--- src/rtl/opep_pkg.sv ---
// Package: shared types and constants of the out-of-band packet envelope parser.
`timescale 1ns / 1ps
`default_nettype none
package opep_pkg;

  localparam int BYTE_W     = 8;
  localparam int CFG_W      = 6;
  localparam int OFFSET_W   = 15;
  localparam int HDR_LEN    = 4;
  localparam int MIN_PACKET = 5;
  localparam int TOKEN_CAP  = 32;
  localparam int WORD_LEN   = 4;
  localparam int QUEUE_DEPTH = 2;

  localparam logic [CFG_W-1:0] CFG_RESET = 6'd32;

  localparam logic [BYTE_W-1:0] CH_HDR   = 8'hFF;
  localparam logic [BYTE_W-1:0] CH_SPACE = 8'h20;
  localparam logic [BYTE_W-1:0] CH_TAB   = 8'h09;
  localparam logic [BYTE_W-1:0] CH_LF    = 8'h0A;
  localparam logic [BYTE_W-1:0] CH_NUL   = 8'h00;
  localparam logic [BYTE_W-1:0] CH_P     = 8'h70;
  localparam logic [BYTE_W-1:0] CH_I     = 8'h69;
  localparam logic [BYTE_W-1:0] CH_N     = 8'h6E;
  localparam logic [BYTE_W-1:0] CH_O     = 8'h6F;
  localparam logic [BYTE_W-1:0] CH_G     = 8'h67;

  typedef enum logic [3:0] {
    CLS_HDR,
    CLS_BLANK,
    CLS_BREAK,
    CLS_P,
    CLS_I,
    CLS_N,
    CLS_O,
    CLS_G,
    CLS_OTHER
  } byte_class_e;

  typedef enum logic [1:0] {
    PH_HEADER,
    PH_TOKEN,
    PH_SKIP,
    PH_PAYLOAD
  } phase_e;

  typedef enum logic [2:0] {
    ST_OK,
    ST_UNDERSIZED,
    ST_NO_HEADER,
    ST_BAD_LENGTH,
    ST_UNKNOWN,
    ST_TOO_LONG
  } status_e;

  typedef enum logic {
    CMD_PING,
    CMD_PONG
  } command_e;

  typedef struct packed {
    logic [BYTE_W-1:0] packet_byte;
    logic              last_byte;
  } in_item_t;

  typedef struct packed {
    status_e             status;
    command_e            command_id;
    logic [OFFSET_W-1:0] payload_offset;
    logic [OFFSET_W-1:0] payload_length;
  } result_t;

endpackage
`default_nettype wire

--- src/rtl/oob_packet_envelope_parser_unit.sv ---
// Top level: out-of-band packet envelope parser with queue interfaces.
// Throughput: one packet byte per clock cycle, sustained, with both queues flowing.
// Path: a final byte is written into the item queue, parsed as it leaves that queue, and its
//   result is written into the result queue, whose head drives result_o (empty low).
// Two-entry queues, front to back and ahead of the results, let either side stall alone.
// Reset (asynchronous, rst_ni low): queues empty, parse state at header phase,
//   max command length back to 32. No clearing pass is needed.
`timescale 1ns / 1ps
`default_nettype none
module oob_packet_envelope_parser_unit #(
  parameter int MAX_PACKET_BYTES = 16384
) (
  input  wire logic                        clk_i,
  input  wire logic                        rst_ni,
  // byte input queue
  input  wire logic                        push,
  output logic                             full,
  input  wire opep_pkg::in_item_t          in_i,
  // result queue
  output logic                             empty,
  input  wire logic                        pop,
  output opep_pkg::result_t                result_o,
  // configuration write channel: max command length
  input  wire logic                        cfg_valid_i,
  output logic                             cfg_ready_o,
  input  wire logic [opep_pkg::CFG_W-1:0]  cfg_data_i
);

  localparam int PosW  = $clog2(MAX_PACKET_BYTES + 1);
  localparam int ClsW  = $bits(opep_pkg::byte_class_e);
  // Queue entry: class, last mark, position, overflow flag.
  localparam int QW    = ClsW + 1 + PosW + 1;
  localparam int ResW  = $bits(opep_pkg::result_t);

  logic [opep_pkg::CFG_W-1:0] max_len_q;

  opep_pkg::byte_class_e f_cls;
  logic                  f_last, f_too_long, f_push;
  logic [PosW-1:0]       f_pos;

  logic                  q_full, q_empty, q_pop;
  logic [QW-1:0]         q_wdata, q_rdata;

  logic                  r_full, r_push;
  opep_pkg::result_t     r_data;
  logic [ResW-1:0]       r_rdata;

  // The register takes a write every cycle; the user must write it only while idle; the block does not enforce this.
  assign cfg_ready_o = 1'b1;

  always_ff @(posedge clk_i or negedge rst_ni) begin
    if (!rst_ni) begin
      max_len_q <= opep_pkg::CFG_RESET;
    end else if (cfg_valid_i && cfg_ready_o) begin
      max_len_q <= cfg_data_i;
    end
  end

  // Front: take the byte, classify it and stamp its position.
  opep_front #(
    .MaxPacketBytes (MAX_PACKET_BYTES),
    .PosW           (PosW)
  ) u_front (
    .clk_i      (clk_i),
    .rst_ni     (rst_ni),
    .push_i     (push),
    .item_i     (in_i),
    .full_o     (full),
    .q_full_i   (q_full),
    .q_push_o   (f_push),
    .cls_o      (f_cls),
    .last_o     (f_last),
    .pos_o      (f_pos),
    .too_long_o (f_too_long)
  );

  assign q_wdata = {f_cls, f_last, f_pos, f_too_long};

  // Decoupling queue between classification and parsing.
  opep_fifo #(
    .Width (QW),
    .Depth (opep_pkg::QUEUE_DEPTH)
  ) u_item_q (
    .clk_i     (clk_i),
    .rst_ni    (rst_ni),
    .wr_en_i   (f_push),
    .wr_data_i (q_wdata),
    .full_o    (q_full),
    .rd_en_i   (q_pop),
    .rd_data_o (q_rdata),
    .empty_o   (q_empty)
  );

  // Back: advance the parse state; on the final byte emit one result.
  opep_back #(
    .MaxPacketBytes (MAX_PACKET_BYTES),
    .PosW           (PosW)
  ) u_back (
    .clk_i         (clk_i),
    .rst_ni        (rst_ni),
    .max_cmd_len_i (max_len_q),
    .item_valid_i  (!q_empty),
    .cls_i         (opep_pkg::byte_class_e'(q_rdata[QW-1 -: ClsW])),
    .last_i        (q_rdata[PosW+1]),
    .pos_i         (q_rdata[PosW:1]),
    .too_long_i    (q_rdata[0]),
    .item_pop_o    (q_pop),
    .res_full_i    (r_full),
    .res_push_o    (r_push),
    .res_o         (r_data)
  );

  // Result queue; its head drives the result ports.
  opep_fifo #(
    .Width (ResW),
    .Depth (opep_pkg::QUEUE_DEPTH)
  ) u_result_q (
    .clk_i     (clk_i),
    .rst_ni    (rst_ni),
    .wr_en_i   (r_push),
    .wr_data_i (r_data),
    .full_o    (r_full),
    .rd_en_i   (pop),
    .rd_data_o (r_rdata),
    .empty_o   (empty)
  );

  assign result_o = opep_pkg::result_t'(r_rdata);

endmodule
`default_nettype wire

--- src/rtl/opep_fifo.sv ---
// Small register queue with registered storage, used between the parser stages and ahead of the results.
`timescale 1ns / 1ps
`default_nettype none
module opep_fifo #(
  parameter int Width = 8,
  parameter int Depth = 2
) (
  input  wire logic             clk_i,
  input  wire logic             rst_ni,
  input  wire logic             wr_en_i,
  input  wire logic [Width-1:0] wr_data_i,
  output logic                  full_o,
  input  wire logic             rd_en_i,
  output logic      [Width-1:0] rd_data_o,
  output logic                  empty_o
);

  localparam int PtrW = (Depth > 1) ? $clog2(Depth) : 1;
  localparam int CntW = $clog2(Depth + 1);

  logic [Width-1:0] mem_q [Depth];
  logic [PtrW-1:0]  wr_ptr_q, wr_ptr_d, rd_ptr_q, rd_ptr_d;
  logic [CntW-1:0]  count_q, count_d;
  logic             do_wr, do_rd;

  assign full_o    = (count_q == CntW'(Depth));
  assign empty_o   = (count_q == '0);
  assign do_wr     = wr_en_i && !full_o;
  assign do_rd     = rd_en_i && !empty_o;
  assign rd_data_o = mem_q[rd_ptr_q];

  always_comb begin
    wr_ptr_d = wr_ptr_q;
    rd_ptr_d = rd_ptr_q;
    count_d  = count_q;
    if (do_wr) begin
      wr_ptr_d = (wr_ptr_q == PtrW'(Depth - 1)) ? '0 : wr_ptr_q + PtrW'(1);
    end
    if (do_rd) begin
      rd_ptr_d = (rd_ptr_q == PtrW'(Depth - 1)) ? '0 : rd_ptr_q + PtrW'(1);
    end
    if (do_wr && !do_rd) begin
      count_d = count_q + CntW'(1);
    end else if (do_rd && !do_wr) begin
      count_d = count_q - CntW'(1);
    end
  end

  always_ff @(posedge clk_i or negedge rst_ni) begin
    if (!rst_ni) begin
      wr_ptr_q <= '0;
      rd_ptr_q <= '0;
      count_q  <= '0;
    end else begin
      wr_ptr_q <= wr_ptr_d;
      rd_ptr_q <= rd_ptr_d;
      count_q  <= count_d;
    end
  end

  always_ff @(posedge clk_i) begin
    if (do_wr) begin
      mem_q[wr_ptr_q] <= wr_data_i;
    end
  end

endmodule
`default_nettype wire

--- src/rtl/opep_front.sv ---
// Front end: accepts packet bytes, classifies them and tracks the byte position.
`timescale 1ns / 1ps
`default_nettype none
module opep_front #(
  parameter int MaxPacketBytes = 16384,
  parameter int PosW = $clog2(MaxPacketBytes + 1)
) (
  input  wire logic                   clk_i,
  input  wire logic                   rst_ni,
  input  wire logic                   push_i,
  input  wire opep_pkg::in_item_t     item_i,
  output logic                        full_o,
  input  wire logic                   q_full_i,
  output logic                        q_push_o,
  output opep_pkg::byte_class_e       cls_o,
  output logic                        last_o,
  output logic [PosW-1:0]             pos_o,
  output logic                        too_long_o
);

  logic [PosW-1:0] pos_q, pos_d;
  logic            accept;

  assign full_o     = q_full_i;
  assign accept     = push_i && !q_full_i;
  assign q_push_o   = accept;
  assign last_o     = item_i.last_byte;
  assign pos_o      = pos_q;
  // Position saturates at the limit, so equality marks the overflow.
  assign too_long_o = (pos_q == PosW'(MaxPacketBytes));

  always_comb begin
    unique case (item_i.packet_byte) inside
      opep_pkg::CH_HDR:                   cls_o = opep_pkg::CLS_HDR;
      opep_pkg::CH_SPACE, opep_pkg::CH_TAB: cls_o = opep_pkg::CLS_BLANK;
      opep_pkg::CH_LF, opep_pkg::CH_NUL:  cls_o = opep_pkg::CLS_BREAK;
      opep_pkg::CH_P:                     cls_o = opep_pkg::CLS_P;
      opep_pkg::CH_I:                     cls_o = opep_pkg::CLS_I;
      opep_pkg::CH_N:                     cls_o = opep_pkg::CLS_N;
      opep_pkg::CH_O:                     cls_o = opep_pkg::CLS_O;
      opep_pkg::CH_G:                     cls_o = opep_pkg::CLS_G;
      default:                            cls_o = opep_pkg::CLS_OTHER;
    endcase
  end

  always_comb begin
    pos_d = pos_q;
    if (accept) begin
      if (item_i.last_byte) begin
        pos_d = '0;
      end else if (!too_long_o) begin
        pos_d = pos_q + PosW'(1);
      end
    end
  end

  always_ff @(posedge clk_i or negedge rst_ni) begin
    if (!rst_ni) begin
      pos_q <= '0;
    end else begin
      pos_q <= pos_d;
    end
  end

endmodule
`default_nettype wire

--- src/rtl/opep_back.sv ---
// Back end: parse state machine over classified bytes and result formation.
`timescale 1ns / 1ps
`default_nettype none
module opep_back #(
  parameter int MaxPacketBytes = 16384,
  parameter int PosW = $clog2(MaxPacketBytes + 1)
) (
  input  wire logic                           clk_i,
  input  wire logic                           rst_ni,
  input  wire logic [opep_pkg::CFG_W-1:0]     max_cmd_len_i,
  input  wire logic                           item_valid_i,
  input  wire opep_pkg::byte_class_e          cls_i,
  input  wire logic                           last_i,
  input  wire logic [PosW-1:0]                pos_i,
  input  wire logic                           too_long_i,
  output logic                                item_pop_o,
  input  wire logic                           res_full_i,
  output logic                                res_push_o,
  output opep_pkg::result_t                   res_o
);

  localparam int TlW  = opep_pkg::CFG_W;
  localparam int ExtW = (PosW > opep_pkg::OFFSET_W) ? PosW : opep_pkg::OFFSET_W;

  opep_pkg::phase_e phase_q, phase_d;
  logic             hdr_good_q, hdr_good_d;
  logic [TlW-1:0]   tok_len_q, tok_len_d;
  logic             ping_q, ping_d;
  logic             pong_q, pong_d;
  logic [PosW-1:0]  pstart_q, pstart_d;

  opep_pkg::byte_class_e ping_exp, pong_exp;
  logic [PosW-1:0]  pos_next;
  logic [TlW-1:0]   limit;
  logic [PosW-1:0]  off_w, len_w;
  logic [ExtW-1:0]  off_ext, len_ext;

  assign item_pop_o = item_valid_i && (!last_i || !res_full_i);
  assign res_push_o = item_pop_o && last_i;
  assign pos_next   = pos_i + PosW'(1);

  // Expected letter at the current token index.
  always_comb begin
    unique case (tok_len_q[1:0])
      2'd0: begin
        ping_exp = opep_pkg::CLS_P;
        pong_exp = opep_pkg::CLS_P;
      end
      2'd1: begin
        ping_exp = opep_pkg::CLS_I;
        pong_exp = opep_pkg::CLS_O;
      end
      2'd2: begin
        ping_exp = opep_pkg::CLS_N;
        pong_exp = opep_pkg::CLS_N;
      end
      default: begin
        ping_exp = opep_pkg::CLS_G;
        pong_exp = opep_pkg::CLS_G;
      end
    endcase
  end

  // Next parse state for the byte at the head of the queue.
  always_comb begin
    phase_d    = phase_q;
    hdr_good_d = hdr_good_q;
    tok_len_d  = tok_len_q;
    ping_d     = ping_q;
    pong_d     = pong_q;
    pstart_d   = pstart_q;
    if (!too_long_i) begin
      unique case (phase_q)
        opep_pkg::PH_HEADER: begin
          if (cls_i != opep_pkg::CLS_HDR) begin
            hdr_good_d = 1'b0;
          end
          if (pos_i >= PosW'(opep_pkg::HDR_LEN - 1)) begin
            phase_d = opep_pkg::PH_TOKEN;
          end
        end
        opep_pkg::PH_TOKEN: begin
          if (cls_i == opep_pkg::CLS_BLANK) begin
            phase_d  = opep_pkg::PH_SKIP;
            pstart_d = pos_next;
          end else if (cls_i == opep_pkg::CLS_BREAK) begin
            // Newline or NUL stays in the payload.
            phase_d  = opep_pkg::PH_PAYLOAD;
            pstart_d = pos_i;
          end else begin
            if (tok_len_q < TlW'(opep_pkg::WORD_LEN)) begin
              if (cls_i != ping_exp) ping_d = 1'b0;
              if (cls_i != pong_exp) pong_d = 1'b0;
            end else begin
              ping_d = 1'b0;
              pong_d = 1'b0;
            end
            if (tok_len_q <= TlW'(opep_pkg::TOKEN_CAP)) begin
              tok_len_d = tok_len_q + TlW'(1);
            end
          end
        end
        opep_pkg::PH_SKIP: begin
          if (cls_i == opep_pkg::CLS_BLANK) begin
            pstart_d = pos_next;
          end else begin
            phase_d = opep_pkg::PH_PAYLOAD;
          end
        end
        default: begin
        end
      endcase
    end
  end

  // Result for a final byte, built from the updated state.
  always_comb begin
    limit = (max_cmd_len_i > TlW'(opep_pkg::TOKEN_CAP)) ? TlW'(opep_pkg::TOKEN_CAP)
                                                        : max_cmd_len_i;
    off_w   = (phase_d == opep_pkg::PH_TOKEN) ? pos_next : pstart_d;
    len_w   = pos_next - off_w;
    off_ext = ExtW'(off_w);
    len_ext = ExtW'(len_w);

    res_o.status         = opep_pkg::ST_UNKNOWN;
    res_o.command_id     = opep_pkg::CMD_PING;
    res_o.payload_offset = '0;
    res_o.payload_length = '0;
    if (too_long_i) begin
      res_o.status = opep_pkg::ST_TOO_LONG;
    end else if (pos_i < PosW'(opep_pkg::MIN_PACKET - 1)) begin
      res_o.status = opep_pkg::ST_UNDERSIZED;
    end else if (!hdr_good_d) begin
      res_o.status = opep_pkg::ST_NO_HEADER;
    end else if (tok_len_d == '0 || tok_len_d > limit) begin
      res_o.status = opep_pkg::ST_BAD_LENGTH;
    end else if (tok_len_d == TlW'(opep_pkg::WORD_LEN) && (ping_d || pong_d)) begin
      res_o.status         = opep_pkg::ST_OK;
      res_o.command_id     = ping_d ? opep_pkg::CMD_PING : opep_pkg::CMD_PONG;
      res_o.payload_offset = off_ext[opep_pkg::OFFSET_W-1:0];
      res_o.payload_length = len_ext[opep_pkg::OFFSET_W-1:0];
    end
  end

  always_ff @(posedge clk_i or negedge rst_ni) begin
    if (!rst_ni) begin
      phase_q    <= opep_pkg::PH_HEADER;
      hdr_good_q <= 1'b1;
      tok_len_q  <= '0;
      ping_q     <= 1'b1;
      pong_q     <= 1'b1;
      pstart_q   <= '0;
    end else if (item_pop_o) begin
      if (last_i) begin
        phase_q    <= opep_pkg::PH_HEADER;
        hdr_good_q <= 1'b1;
        tok_len_q  <= '0;
        ping_q     <= 1'b1;
        pong_q     <= 1'b1;
        pstart_q   <= '0;
      end else begin
        phase_q    <= phase_d;
        hdr_good_q <= hdr_good_d;
        tok_len_q  <= tok_len_d;
        ping_q     <= ping_d;
        pong_q     <= pong_d;
        pstart_q   <= pstart_d;
      end
    end
  end

  a_clear_after_last: assert property (@(posedge clk_i) disable iff (!rst_ni)
    (item_pop_o && last_i) |=> (phase_q == opep_pkg::PH_HEADER && tok_len_q == '0))
    else $error("packet state not cleared after final byte");

  a_tok_len_bound: assert property (@(posedge clk_i) disable iff (!rst_ni)
    tok_len_q <= TlW'(opep_pkg::TOKEN_CAP + 1))
    else $error("token length beyond saturation");

  a_header_clean: assert property (@(posedge clk_i) disable iff (!rst_ni)
    (phase_q == opep_pkg::PH_HEADER) |-> (tok_len_q == '0 && ping_q && pong_q))
    else $error("token state touched during header");

  a_reject_zero: assert property (@(posedge clk_i) disable iff (!rst_ni)
    (res_push_o && res_o.status != opep_pkg::ST_OK) |->
      (res_o.payload_offset == '0 && res_o.payload_length == '0))
    else $error("rejected packet carries payload fields");

endmodule
`default_nettype wire
--- config.mk ---
export PLATFORM = sky130hd
export DESIGN_NAME = oob_packet_envelope_parser_unit
export DESIGN_NICKNAME = d
export VERILOG_FILES = /design/src/rtl/opep_pkg.sv /design/src/rtl/oob_packet_envelope_parser_unit.sv /design/src/rtl/opep_fifo.sv /design/src/rtl/opep_front.sv /design/src/rtl/opep_back.sv
export SDC_FILE = /design/constraint.sdc
export NUM_CORES = 1
export LEC_CHECK = 0
export BUFFER_PORTS_ARGS = -buffer_cell sky130_fd_sc_hd__buf_2
export CORE_MARGIN = 5
export CORE_UTILIZATION = 27
export DETAILED_ROUTE_END_ITERATION = 16
export GPL_ROUTABILITY_DRIVEN = 0
export PLACE_DENSITY_LB_ADDON = 0.05
export SLEW_MARGIN = 5
export SYNTH_ARGS = -nofsm -noshare
export SYNTH_HDL_FRONTEND = slang
export SYNTH_SLANG_ARGS = --single-unit
--- constraint.sdc ---
create_clock -name clk_i -period 6.9 [get_ports clk_i]
set_input_delay 0.345 -clock clk_i [delete_from_list [all_inputs] [get_ports clk_i]]
set_output_delay 0.345 -clock clk_i [all_outputs]
set_load 0.005 [all_outputs]
; After elaboration in Yosys (flattened, before gate mapping)
; Memories as Yosys holds them, arrays and structs flattened.
; Index checks and enable logic that the tools add are counted.
[word_totals]
in_bits = 20
ramBits = 110
mem_count = 2
out_inout_bits = 37
wordCells = 159
reg_bits = 55
[classes]
n_lt_le_gt_ge = 6
eq_ne = 23
n_reduce_logical = 36
addsub = 12
mux = 66
[memory_table]
columns = name, words, width, rd, rd_ports_with_merged_regs, wr, line
row1 = u_result_q.mem_q, 2, 34, 1, 0, 1, opep_fifo.sv:21  ; logic [Width-1:0] mem_q [Depth];
row2 = u_item_q.mem_q, 2, 21, 1, 0, 1, opep_fifo.sv:21
[op_table]
columns = op, n
row1 = two-way mux 31 bit, 4
row2 = two-way mux 15 bit, 8
row3 = two-way mux 6 bit, 7
row4 = "== test 8 x 7 -> 1 bit, second input constant", 5
row5 = two-way mux 34 bit, 1
row6 = one-hot mux 4 bit (8 select lines), 1
row7 = "adder 15 x 1 -> 15 bit, second input constant", 2
row8 = one-hot mux 15 bit (2 select lines), 1
row9 = two-way mux 1 bit, 27
row10 = two-way mux 2 bit, 10
row11 = one-hot mux 3 bit (3 select lines), 2
row12 = "== test 8 x 4 -> 1 bit, second input constant", 2
row13 = "== test 15 bit, second input constant", 1
row14 = ">= comparator 15 x 2 -> 1 bit, second input constant", 1
row15 = "less-than comparator 15 x 3 -> 1 bit, second input constant", 1
row16 = subtractor 15 bit, 1
row17 = logical AND 1 bit, 12
row18 = two-way mux 3 bit, 4
row19 = zero test 1 bit, 9
row20 = "== test 2 bit, second input constant", 4
row21 = "== test 8 x 6 -> 1 bit, second input constant", 1
row22 = "== test 8 bit, second input constant", 1
row23 = zero test 2 bit, 4
row24 = zero test 8 bit, 1
row25 = other kinds (21), 33

; Longest topological paths before layout
; Gate-level depths: netlist of the first run.
[depth]
ltp_word = 16
depth_mapped = 23
mapped_depth_nobuf = 18

; Cells and area by module
; Synthesis of the first run repeated with hierarchy kept, for this count alone.
[unflattened]
cells_unflattened = 869
area_unflattened_um2 = 9749.4
[by_module_without_submodules]
columns = module, cells_per_inst, area_per_inst_um2, n_inst, seq_area_each_um2
row1 = opep_back, 505, 3729.8, 1, 654.4
row2 = opep_fifo at u_result_q, 125, 2801.4, 1, 2142.1
row3 = opep_fifo at u_item_q, 84, 1790.5, 1, 1361.3
row4 = opep_front, 139, 1159.9, 1, 375.4
row5 = oob_packet_envelope_parser_unit, 16, 267.8, 1, 151.4

; Least setup slack after synthesis of the first run
; OpenSTA, ideal clock, no wires.
[synth_timing]
path_type = reg2reg
startpoint = register u_item_q.rd_ptr_q
endpoint = memory u_result_q.mem_q[0][13] (netlist bit), data pin
arrival_time_ns = 5.109
setup_ns = 0.163
setup_slack_ns = 1.628
stages_incl_launch_ff = 23
synth_period_minus_slack_ns = 5.272
required_ns = 6.737
n_path_buf = 7
path_cell_list = dfrtp_1 > buf_6 > buf_6 > buf_4 > buf_2 > buf_2 > mux2_2 > ha_1 > nand2b_1 > o31ai_1 > a2111o_1 > buf_2 > buf_4 > a21oi_1 > ha_1 > nor2b_1 > o211ai_1 > a31oi_1 > a2111oi_0 > o21bai_1 > a21o_1 > or4b_2 > a31oi_1
[synth_rtl]
columns = element, line
row1 = "start, declared", opep_fifo.sv:22  ; logic [PtrW-1:0] wr_ptr_q, wr_ptr_d, rd_ptr_q, rd_ptr_d;
row2 = "start signal, assigned", opep_fifo.sv:56  ; rd_ptr_q <= rd_ptr_d;
row3 = "end, declared", opep_fifo.sv:21

==> results of run 1 <==
## per-layer routing
metal | routed length (µm) | part of all wire | up-vias
li1 | - | - | 3124
met1 | 11800 | 0.50 | 3147
met2 | 10500 | 0.45 | 123
met3 | 713 | 0.031 | 22
met4 | 350 | 0.015 | 0
met5 | 0 | 0 | -
## through the flow
| step | worst slack (ns) | hold WS, ns | utilization |
|---|---|---|---|
| 2_1_floorplan | 1.63 | 0.0494 | - |
| 3_3_place_gp | 1.07 | 0.450 | 0.296 |
| 3_5_place_dp | 0.889 | 0.456 | 0.296 |
| 4_1_cts | 0.842 | 0.0931 | 0.313 |
| 5_1_grt | 0.460 | 0.119 | 0.313 |
| 6_report | 0.866 | 0.0601 | 0.313 |
## worst paths after layout
| check | endpoint | from |
|---|---|---|
| max reg2reg | u_result_q.mem_q[0][13] | u_item_q.rd_ptr_q |
| min in group clk_i | max_len_q[4] | cfg_data_i[4] |
| min reg2reg | u_back.pong_q | u_back.pong_q |
| min | max_len_q[0] | rst_ni |
| max in group asynchronous | u_front.pos_o[5] | rst_ni |
| max | u_result_q.mem_q[0][13] | u_item_q.rd_ptr_q |
## worst max-delay path: stages, from the launching register on
cell and delay (ns):
sky130_fd_sc_hd__dfrtp_1 0.78, sky130_fd_sc_hd__buf_4 0.32, sky130_fd_sc_hd__or3b_2 0.46, sky130_fd_sc_hd__a211oi_1 0.22, sky130_fd_sc_hd__nand4_1 0.29, sky130_fd_sc_hd__o31ai_1 0.34
sky130_fd_sc_hd__a2111o_1 0.53, sky130_fd_sc_hd__mux2i_1 0.35, sky130_fd_sc_hd__ha_1 0.32, sky130_fd_sc_hd__or2_2 0.28, sky130_fd_sc_hd__a21oi_1 0.15, sky130_fd_sc_hd__a31oi_1 0.08
sky130_fd_sc_hd__a2111oi_0 0.45, sky130_fd_sc_hd__buf_4 0.20, sky130_fd_sc_hd__o21bai_1 0.07, sky130_fd_sc_hd__a21o_1 0.21, sky130_fd_sc_hd__or4b_2 0.62, sky130_fd_sc_hd__a31oi_1 0.19
## logic make-up after synthesis
group | count (synthesis)
other | 1
AND/OR/NAND/NOR | 249
adder cells (fa/ha/maj) | 36
flip-flops | 165
multiplexers | 73
XOR/XNOR | 49
buffers and inverters | 62
AO/OA/AOI/OAI | 177
## power by group
| group | switching [mW] | internal, mW |
|---|---|---|
| Combinational | 1.37 | 0.942 |
| Clock | 0.415 | 0.501 |
| Sequential | 0.134 | 1.36 |
## cell type report
class	count	area share
Sequential cell	165	0.449
Multi-Input combinational cell	585	0.396
Tap cell	448	0.0537
Clock buffer	19	0.0415
Timing Repair Buffer	70	0.0372
Clock inverter	13	0.0120
Inverter	29	0.0104
## synth_stat cells (all sizes together) (6+ instances only)
| master | count | area share |
|---|---|---|
| mux2 | 51 | 0.063 |
| nor2 | 74 | 0.031 |
| nand2b | 10 | 0.0069 |
| mux2i | 22 | 0.026 |
| edfxtp | 110 | 0.36 |
| nand2 | 59 | 0.025 |
| inv | 29 | 0.012 |
| a211oi | 7 | 0.0083 |
| a22o | 14 | 0.013 |
| o31ai | 6 | 0.0050 |
| ha | 35 | 0.048 |
| nand3 | 16 | 0.0088 |
| and3 | 6 | 0.0041 |
| clkbuf | 20 | 0.0083 |
| dfrtp | 51 | 0.14 |
| xor2 | 14 | 0.013 |
| nor2b | 9 | 0.0062 |
| o21ai | 44 | 0.024 |
| or3 | 9 | 0.0062 |
| buf | 13 | 0.0098 |
| nor3 | 22 | 0.013 |
| a31oi | 7 | 0.0048 |
| o22ai | 6 | 0.0041 |
| o21a | 8 | 0.0066 |
| and2 | 6 | 0.0041 |
| a21oi | 45 | 0.025 |
| nor4 | 7 | 0.0048 |
| xnor2 | 35 | 0.034 |
## sequential cells by signal, summed over array words and instances (netlist names)
register             flops
u_item_q.count_q         2
max_len_q                6
u_item_q.rd_ptr_q        1
u_back.phase_q           2
u_result_q.rd_ptr_q      1
u_result_q.wr_ptr_q      1
u_front.pos_o           15
u_back.pong_q            1
u_result_q.mem_q        68
u_back.hdr_good_q        1
u_back.ping_q            1
u_back.tok_len_q         6
u_result_q.count_q       2
u_item_q.mem_q          42
u_back.pstart_q         15
u_item_q.wr_ptr_q        1
==> out/qor.log, run 1 <==
qor: synthesis.synth-xor-area-share 0.0472
qor: floorplanning.die_width 193 µm
qor: floorplanning.rows 67
qor: sta.timing_hold_violations_final 0
qor: sta.clock-skew-final 0.0125 ns
qor: drt.routed_via_density 4.83
qor: clock_tree.h-tree-depth 4
qor: critical_path.cp-end-kind flip-flop
qor: synthesis.synth-simple-area-share 0.138
qor: layout.postLayoutCellArea 10,400 µm²
qor: synthesis.yosys-mux-area-fraction 0.0888
qor: place.port_buffers 55
qor: drt.final_routed_wirelength_across_all_metal_layers 23.4 mm
qor: run_status.run_status completed
qor: pwr.ir_worst_vdd 0.184 mV
qor: layout.area_delta_synth_final 14.8%
qor: synthesis.combinational_family_with_the_most_area_after_synthesis simple AND/OR/NAND/NOR gates
qor: global_routing.global_route.usage.met3 0.0247
qor: clock_tree.cts.root.buffer_cell sky130_fd_sc_hd__clkbuf_16
qor: sta.worst_relative_slew_slack 0.331
qor: min_path.hold_crit_class primary input to asynchronous set/reset pin
qor: drt.antenna_violating_nets_post_route 0
qor: sta.final.period_utilization 0.874
qor: layout.layout.cells.most_common sky130_fd_sc_hd__edfxtp_1
qor: synthesis.postSynthRegisterBits 165
qor: layout.layout_common_cells sky130_fd_sc_hd__edfxtp_1 (110), sky130_fd_sc_hd__nor2_1 (74), sky130_fd_sc_hd__nand2_1 (58)
qor: critical_path.worst_ep_arrival_time 6.30 ns
qor: synthesis.synth_ff_type sky130_fd_sc_hd__edfxtp_1
qor: global_routing.grt_antenna_before_repair 0
qor: global_routing.first_pass_grt_wire_length 37.5 mm
qor: layout.final_layout_size_suffix_gt1_frac 0.193
qor: critical_path.crit_fanout 20
qor: clock_tree.cts_repair_resize_count 0
qor: layout.area.sequential 4680 µm²
qor: synthesis.synthDistinctLibCells 76
qor: drt.drc_violation_count_after_routing 0
qor: global_routing.grt_remaining_overflow 0
qor: pwr.power_density 452 nW/µm²
qor: sta.grt_setup_unrepaired no
qor: pwr.design_power_total 4.72 mW
qor: sta.finalWorstPathRequiredPeriod 6.03 ns
qor: place.detailedPlacementHpwl 16.8 mm
qor: sta.drv_slew 0
qor: clock_tree.tritoncts.num_buffers 17
qor: clock_tree.worst_setup_hold_path_clk_slew 0.07 ns
qor: floorplanning.start_util 0.272
qor: synthesis.synth_enable_flop_cells 110
qor: floorplanning.die_outline_height 193 µm
qor: layout.fillerInstances 3,465
qor: clock_tree.insertion_delay 0.44 ns
qor: clock_tree.cts_setup_buffers 0
qor: layout.net_total_in_the_final_layout 924
qor: floorplanning.die-area 37,400 µm²
qor: synthesis.syn-cell-area 9080 µm²
qor: floorplanning.core_region_area 33,400 µm²
qor: global_routing.grt-busiest-layer met2
qor: sta.max_freq 166 MHz
qor: critical_path.timing.reg2reg.setup_slack 0.87 ns
qor: sta.setup_tns 0 ns
qor: synthesis.postSynth.asyncResetShare 0.333
qor: run.max_cap_viol_count 0
qor: global_routing.via_count_of_the_first_global_routing_pass 6,594
qor: layout.finalNonFillerCells 1,329
qor: place.post-place-cells 1,297
qor: synthesis.synth_cells 812
qor: clock_tree.sink_count_of_the_clock_tree 165
qor: drt.dr_total_vias 6,416
qor: place.placed_cell_area 9870 µm²
qor: synthesis.syn_nets 868
qor: drt.drt_iter0_drc 346
qor: critical_path.worst-endpoint-required 7.17 ns
qor: pwr.p_leak 3.99 nW
qor: global_routing.grt_util_met1 0.178
qor: synthesis.syn_avg_cell_area 11.2 µm²
qor: clock_tree.clock_tree.buffer_depth 2
qor: synthesis.synth_compound_area_frac 0.129
qor: synthesis.synth_adder_area_share 0.0504
qor: clock_tree.post_cts_hold_buffer_count 0
qor: sta.setup_viol_count_final 0
qor: sta.worst_pin_slew 1.00 ns
qor: clock_tree.tritoncts yes
qor: layout.multiInputGateArea 4130 µm²
qor: floorplanning.boundaryPins 57
qor: drt.drt_pre_antenna_iters 5
qor: synthesis.synth-seq-area-share 0.516
qor: critical_path.worstSetupStartpointType flip-flop
qor: drt.route.detailed.wl_per_inst 17.6 µm
qor: critical_path.setup.worst_path.class flip-flop to flip-flop
qor: critical_path.worst-r2r-cell-count 17
qor: layout.diodes 0
qor: global_routing.pin_count_of_the_biggest_net_entering_global_routing 56
qor: synthesis.synth_warnings 0
qor: global_routing.groute.layer.met2.usage 0.191
qor: global_routing.global_route.usage.total 0.125
No activity file was read; power rests on OpenSTA's default activity.
==> run 2, diff against run 1 <==
- MAX_ROUTING_LAYER: default -> met4
- PLACE_DENSITY: default -> 0.39
- PLACE_DENSITY_LB_ADDON: 0.05 -> default
==> out/qor.log, run 2 (synthesis results as in run 1) <==
qor: run_status.run_status completed
qor: sta.timing_hold_violations_final 0 [unchanged]
qor: critical_path.regToRegEndpoint u_result_q.mem_q[1][13]
qor: layout.diodes 0 [unchanged]
qor: floorplanning.core_region_area 33,400 µm² [unchanged]
qor: critical_path.worstReg2RegStart u_item_q.rd_ptr_q
qor: layout.final_layout_size_suffix_gt1_frac 0.193 [+0.000439]
qor: critical_path.timing.critical_path.buf_inv 1 [-1]
qor: sta.drv_slew 0 [unchanged]
qor: layout.postLayoutCellArea 10,500 µm² [+0.44%]
qor: place.placed_cell_area 9860 µm² [-0.15%]
qor: critical_path.worst-r2r-cell-count 16 [-1]
qor: critical_path.cp_slowest_cell sky130_fd_sc_hd__dfrtp_1
qor: critical_path.critPathMaxStageDelay 0.82 ns [+0.04 ns]
qor: sta.finalWorstPathRequiredPeriod 6.04 ns [+0.00781 ns]
qor: global_routing.via_count_of_the_first_global_routing_pass 6,335 [-3.9%]
qor: layout.fillerInstances 3,479 [+0.40%]
qor: layout.net_total_in_the_final_layout 922 [-0.22%]
qor: global_routing.pin_count_of_the_biggest_net_entering_global_routing 56 [unchanged]
qor: clock_tree.clock_tree.buffer_depth 2 [unchanged]
qor: clock_tree.cts.root.buffer_cell sky130_fd_sc_hd__clkbuf_16
qor: place.port_buffers 55 [unchanged]
qor: clock_tree.post_cts_hold_buffer_count 0 [unchanged]
qor: layout.area_delta_synth_final 15.3%
qor: layout.top_register u_result_q.mem_q
qor: pwr.power_density 455 nW/µm² [+0.60%]
qor: drt.routed_via_density 4.75 [-1.6%]
qor: floorplanning.rows 67 [unchanged]
qor: layout.largest_reg_flops 68 [unchanged]
qor: critical_path.critPathMostFrequentCell sky130_fd_sc_hd__a31oi_1
qor: critical_path.worstSetupStartpointType flip-flop
qor: global_routing.global_route.usage.total 0.125 [+0.000292]
qor: drt.drt_iter0_drc 269 [-22%]
qor: clock_tree.tritoncts.num_buffers 17 [unchanged]
qor: floorplanning.boundaryPins 57 [unchanged]
qor: drt.drc_violation_count_after_routing 0 [unchanged]
qor: sta.worst_pin_slew 0.972 ns [-0.0297 ns]
qor: layout.biggestRegsByFlops u_result_q.mem_q: 68 flops, u_item_q.mem_q: 42 flops
qor: global_routing.first_pass_grt_wire_length 36.5 mm [-2.7%]
qor: drt.drt_pre_antenna_iters 4 [-1]
qor: floorplanning.die_outline_height 193 µm [unchanged]
qor: sta.setup_tns 0 ns [unchanged]
qor: floorplanning.start_util 0.272 [unchanged]
qor: layout.layout_common_cells sky130_fd_sc_hd__edfxtp_1 (110), sky130_fd_sc_hd__nor2_1 (74), sky130_fd_sc_hd__nand2_1 (58)
qor: floorplanning.die-area 37,400 µm² [unchanged]
qor: critical_path.worst_setup_path_endpoint u_result_q.mem_q[1][13]
qor: critical_path.worst_ep_arrival_time 6.32 ns [+0.02 ns]
qor: floorplanning.die_width 193 µm [unchanged]
qor: run.max_cap_viol_count 0 [unchanged]
qor: min_path.hold_crit_class primary input to asynchronous set/reset pin
qor: critical_path.crit_fanout 23 [+15%]
qor: clock_tree.h-tree-depth 4 [unchanged]
qor: clock_tree.tritoncts yes
qor: critical_path.cp-end-kind flip-flop
qor: critical_path.timing.reg2reg.setup_slack 0.86 ns [about the same]
qor: sta.worst_relative_slew_slack 0.351 [+0.0198]
qor: sta.grt_setup_unrepaired no
qor: clock_tree.sink_count_of_the_clock_tree 165 [unchanged]
qor: pwr.p_leak 4.01 nW [+0.63%]
qor: drt.final_routed_wirelength_across_all_metal_layers 22.6 mm [-3.4%]
qor: place.detailedPlacementHpwl 16.2 mm [-3.1%]
qor: layout.layout.cells.most_common sky130_fd_sc_hd__edfxtp_1
qor: critical_path.worst-endpoint-required 7.17 ns [about the same]
qor: sta.max_freq 166 MHz [-0.13%]
qor: critical_path.crit_family compound AO/OA/AOI/OAI gates
qor: clock_tree.cts_setup_buffers 0 [unchanged]
qor: critical_path.worstSetupStartpoint u_item_q.rd_ptr_q
qor: clock_tree.insertion_delay 0.44 ns [about the same]
qor: clock_tree.cts_repair_resize_count 0 [unchanged]
qor: drt.route.detailed.wl_per_inst 17.0 µm [-3.3%]
qor: sta.setup_viol_count_final 0 [unchanged]
qor: critical_path.worst-path-stages 16 [-1]
qor: global_routing.grt_antenna_before_repair 0 [unchanged]
qor: critical_path.cell_by_cell_trace_of_the_critical_path buf_4 > mux2_2 > nor3_1 > nand4_1 > o31ai_1 > a2111o_1 > mux2i_1 > ha_1 > or2_2 > a21oi_1 > a31oi_1 > a2111oi_0 > o21bai_1 > a21o_1 > or4b_2 > a31oi_1
qor: critical_path.setup.worst_path.class flip-flop to flip-flop
qor: pwr.ir_worst_vdd 0.169 mV [-8.4%]
qor: sta.final.period_utilization 0.876 [+0.00113]
qor: drt.antenna_violating_nets_post_route 0 [unchanged]
qor: sta.clock-skew-final 0.0122 ns [-0.000296 ns]
qor: clock_tree.worst_setup_hold_path_clk_slew 0.08 ns [about the same]
qor: global_routing.grt_remaining_overflow 0 [unchanged]
qor: drt.dr_total_vias 6,303 [-1.8%]
==> run 2: cell type report <==
type	count	area (µm²)	area share
clock buffers	19	453	0.0432
clock inverters	13	166	0.0159
inverters	29	109	0.0104
multi-input cells	585	4130	0.394
flip-flops and latches	165	4680	0.447
well taps	448	561	0.0535
repair buffers	68	373	0.0356
==> run 2: worst min-delay path by stage <==
stage | cells after the start | slack, ns | start | endpoint
2_1_floorplan | 0 | 0.05 | rst_ni | max_len_q[0]
3_3_place_gp | 2 | 0.45 | u_back.pong_q | u_back.pong_q
3_5_place_dp | 2 | 0.46 | u_back.pong_q | u_back.pong_q
4_1_cts | 2 | 0.09 | rst_ni | u_back.pstart_q[12]
5_1_grt | 3 | 0.11 | cfg_data_i[5] | max_len_q[5]
6_report | 2 | 0.08 | rst_ni | u_back.pstart_q[12]
==> run 2: stage by stage <==
step / setup slack (ns) / total power, mW / hold WS [ns] / util / cells
after floorplan: 1.63 / 3.15 / 0.0494 / - / 812
after global placement: 0.906 / 3.86 / 0.451 / 0.296 / 1295
after detailed placement: 0.801 / 3.83 / 0.457 / 0.296 / 1295
after CTS: 0.779 / 4.85 / 0.0904 / 0.314 / 1327
after global routing: 0.294 / 5.15 / 0.106 / 0.314 / 1327
final: 0.858 / 4.77 / 0.0839 / 0.314 / 1327
==> run 2: power by group <==
part / internal, mW / total [mW] / switching, mW / leakage (nW)
Clock: 0.566 / 0.995 / 0.429 / 0.303
Sequential: 1.36 / 1.50 / 0.138 / 1.75
Combinational: 0.933 / 2.28 / 1.35 / 1.96
==> run 2: metal layers <==
layer / track usage / wire, µm
met5: - / 0
met4: 0.0404 / 302
met3: 0.0233 / 641
met2: 0.181 / 10000
met1: 0.178 / 11600
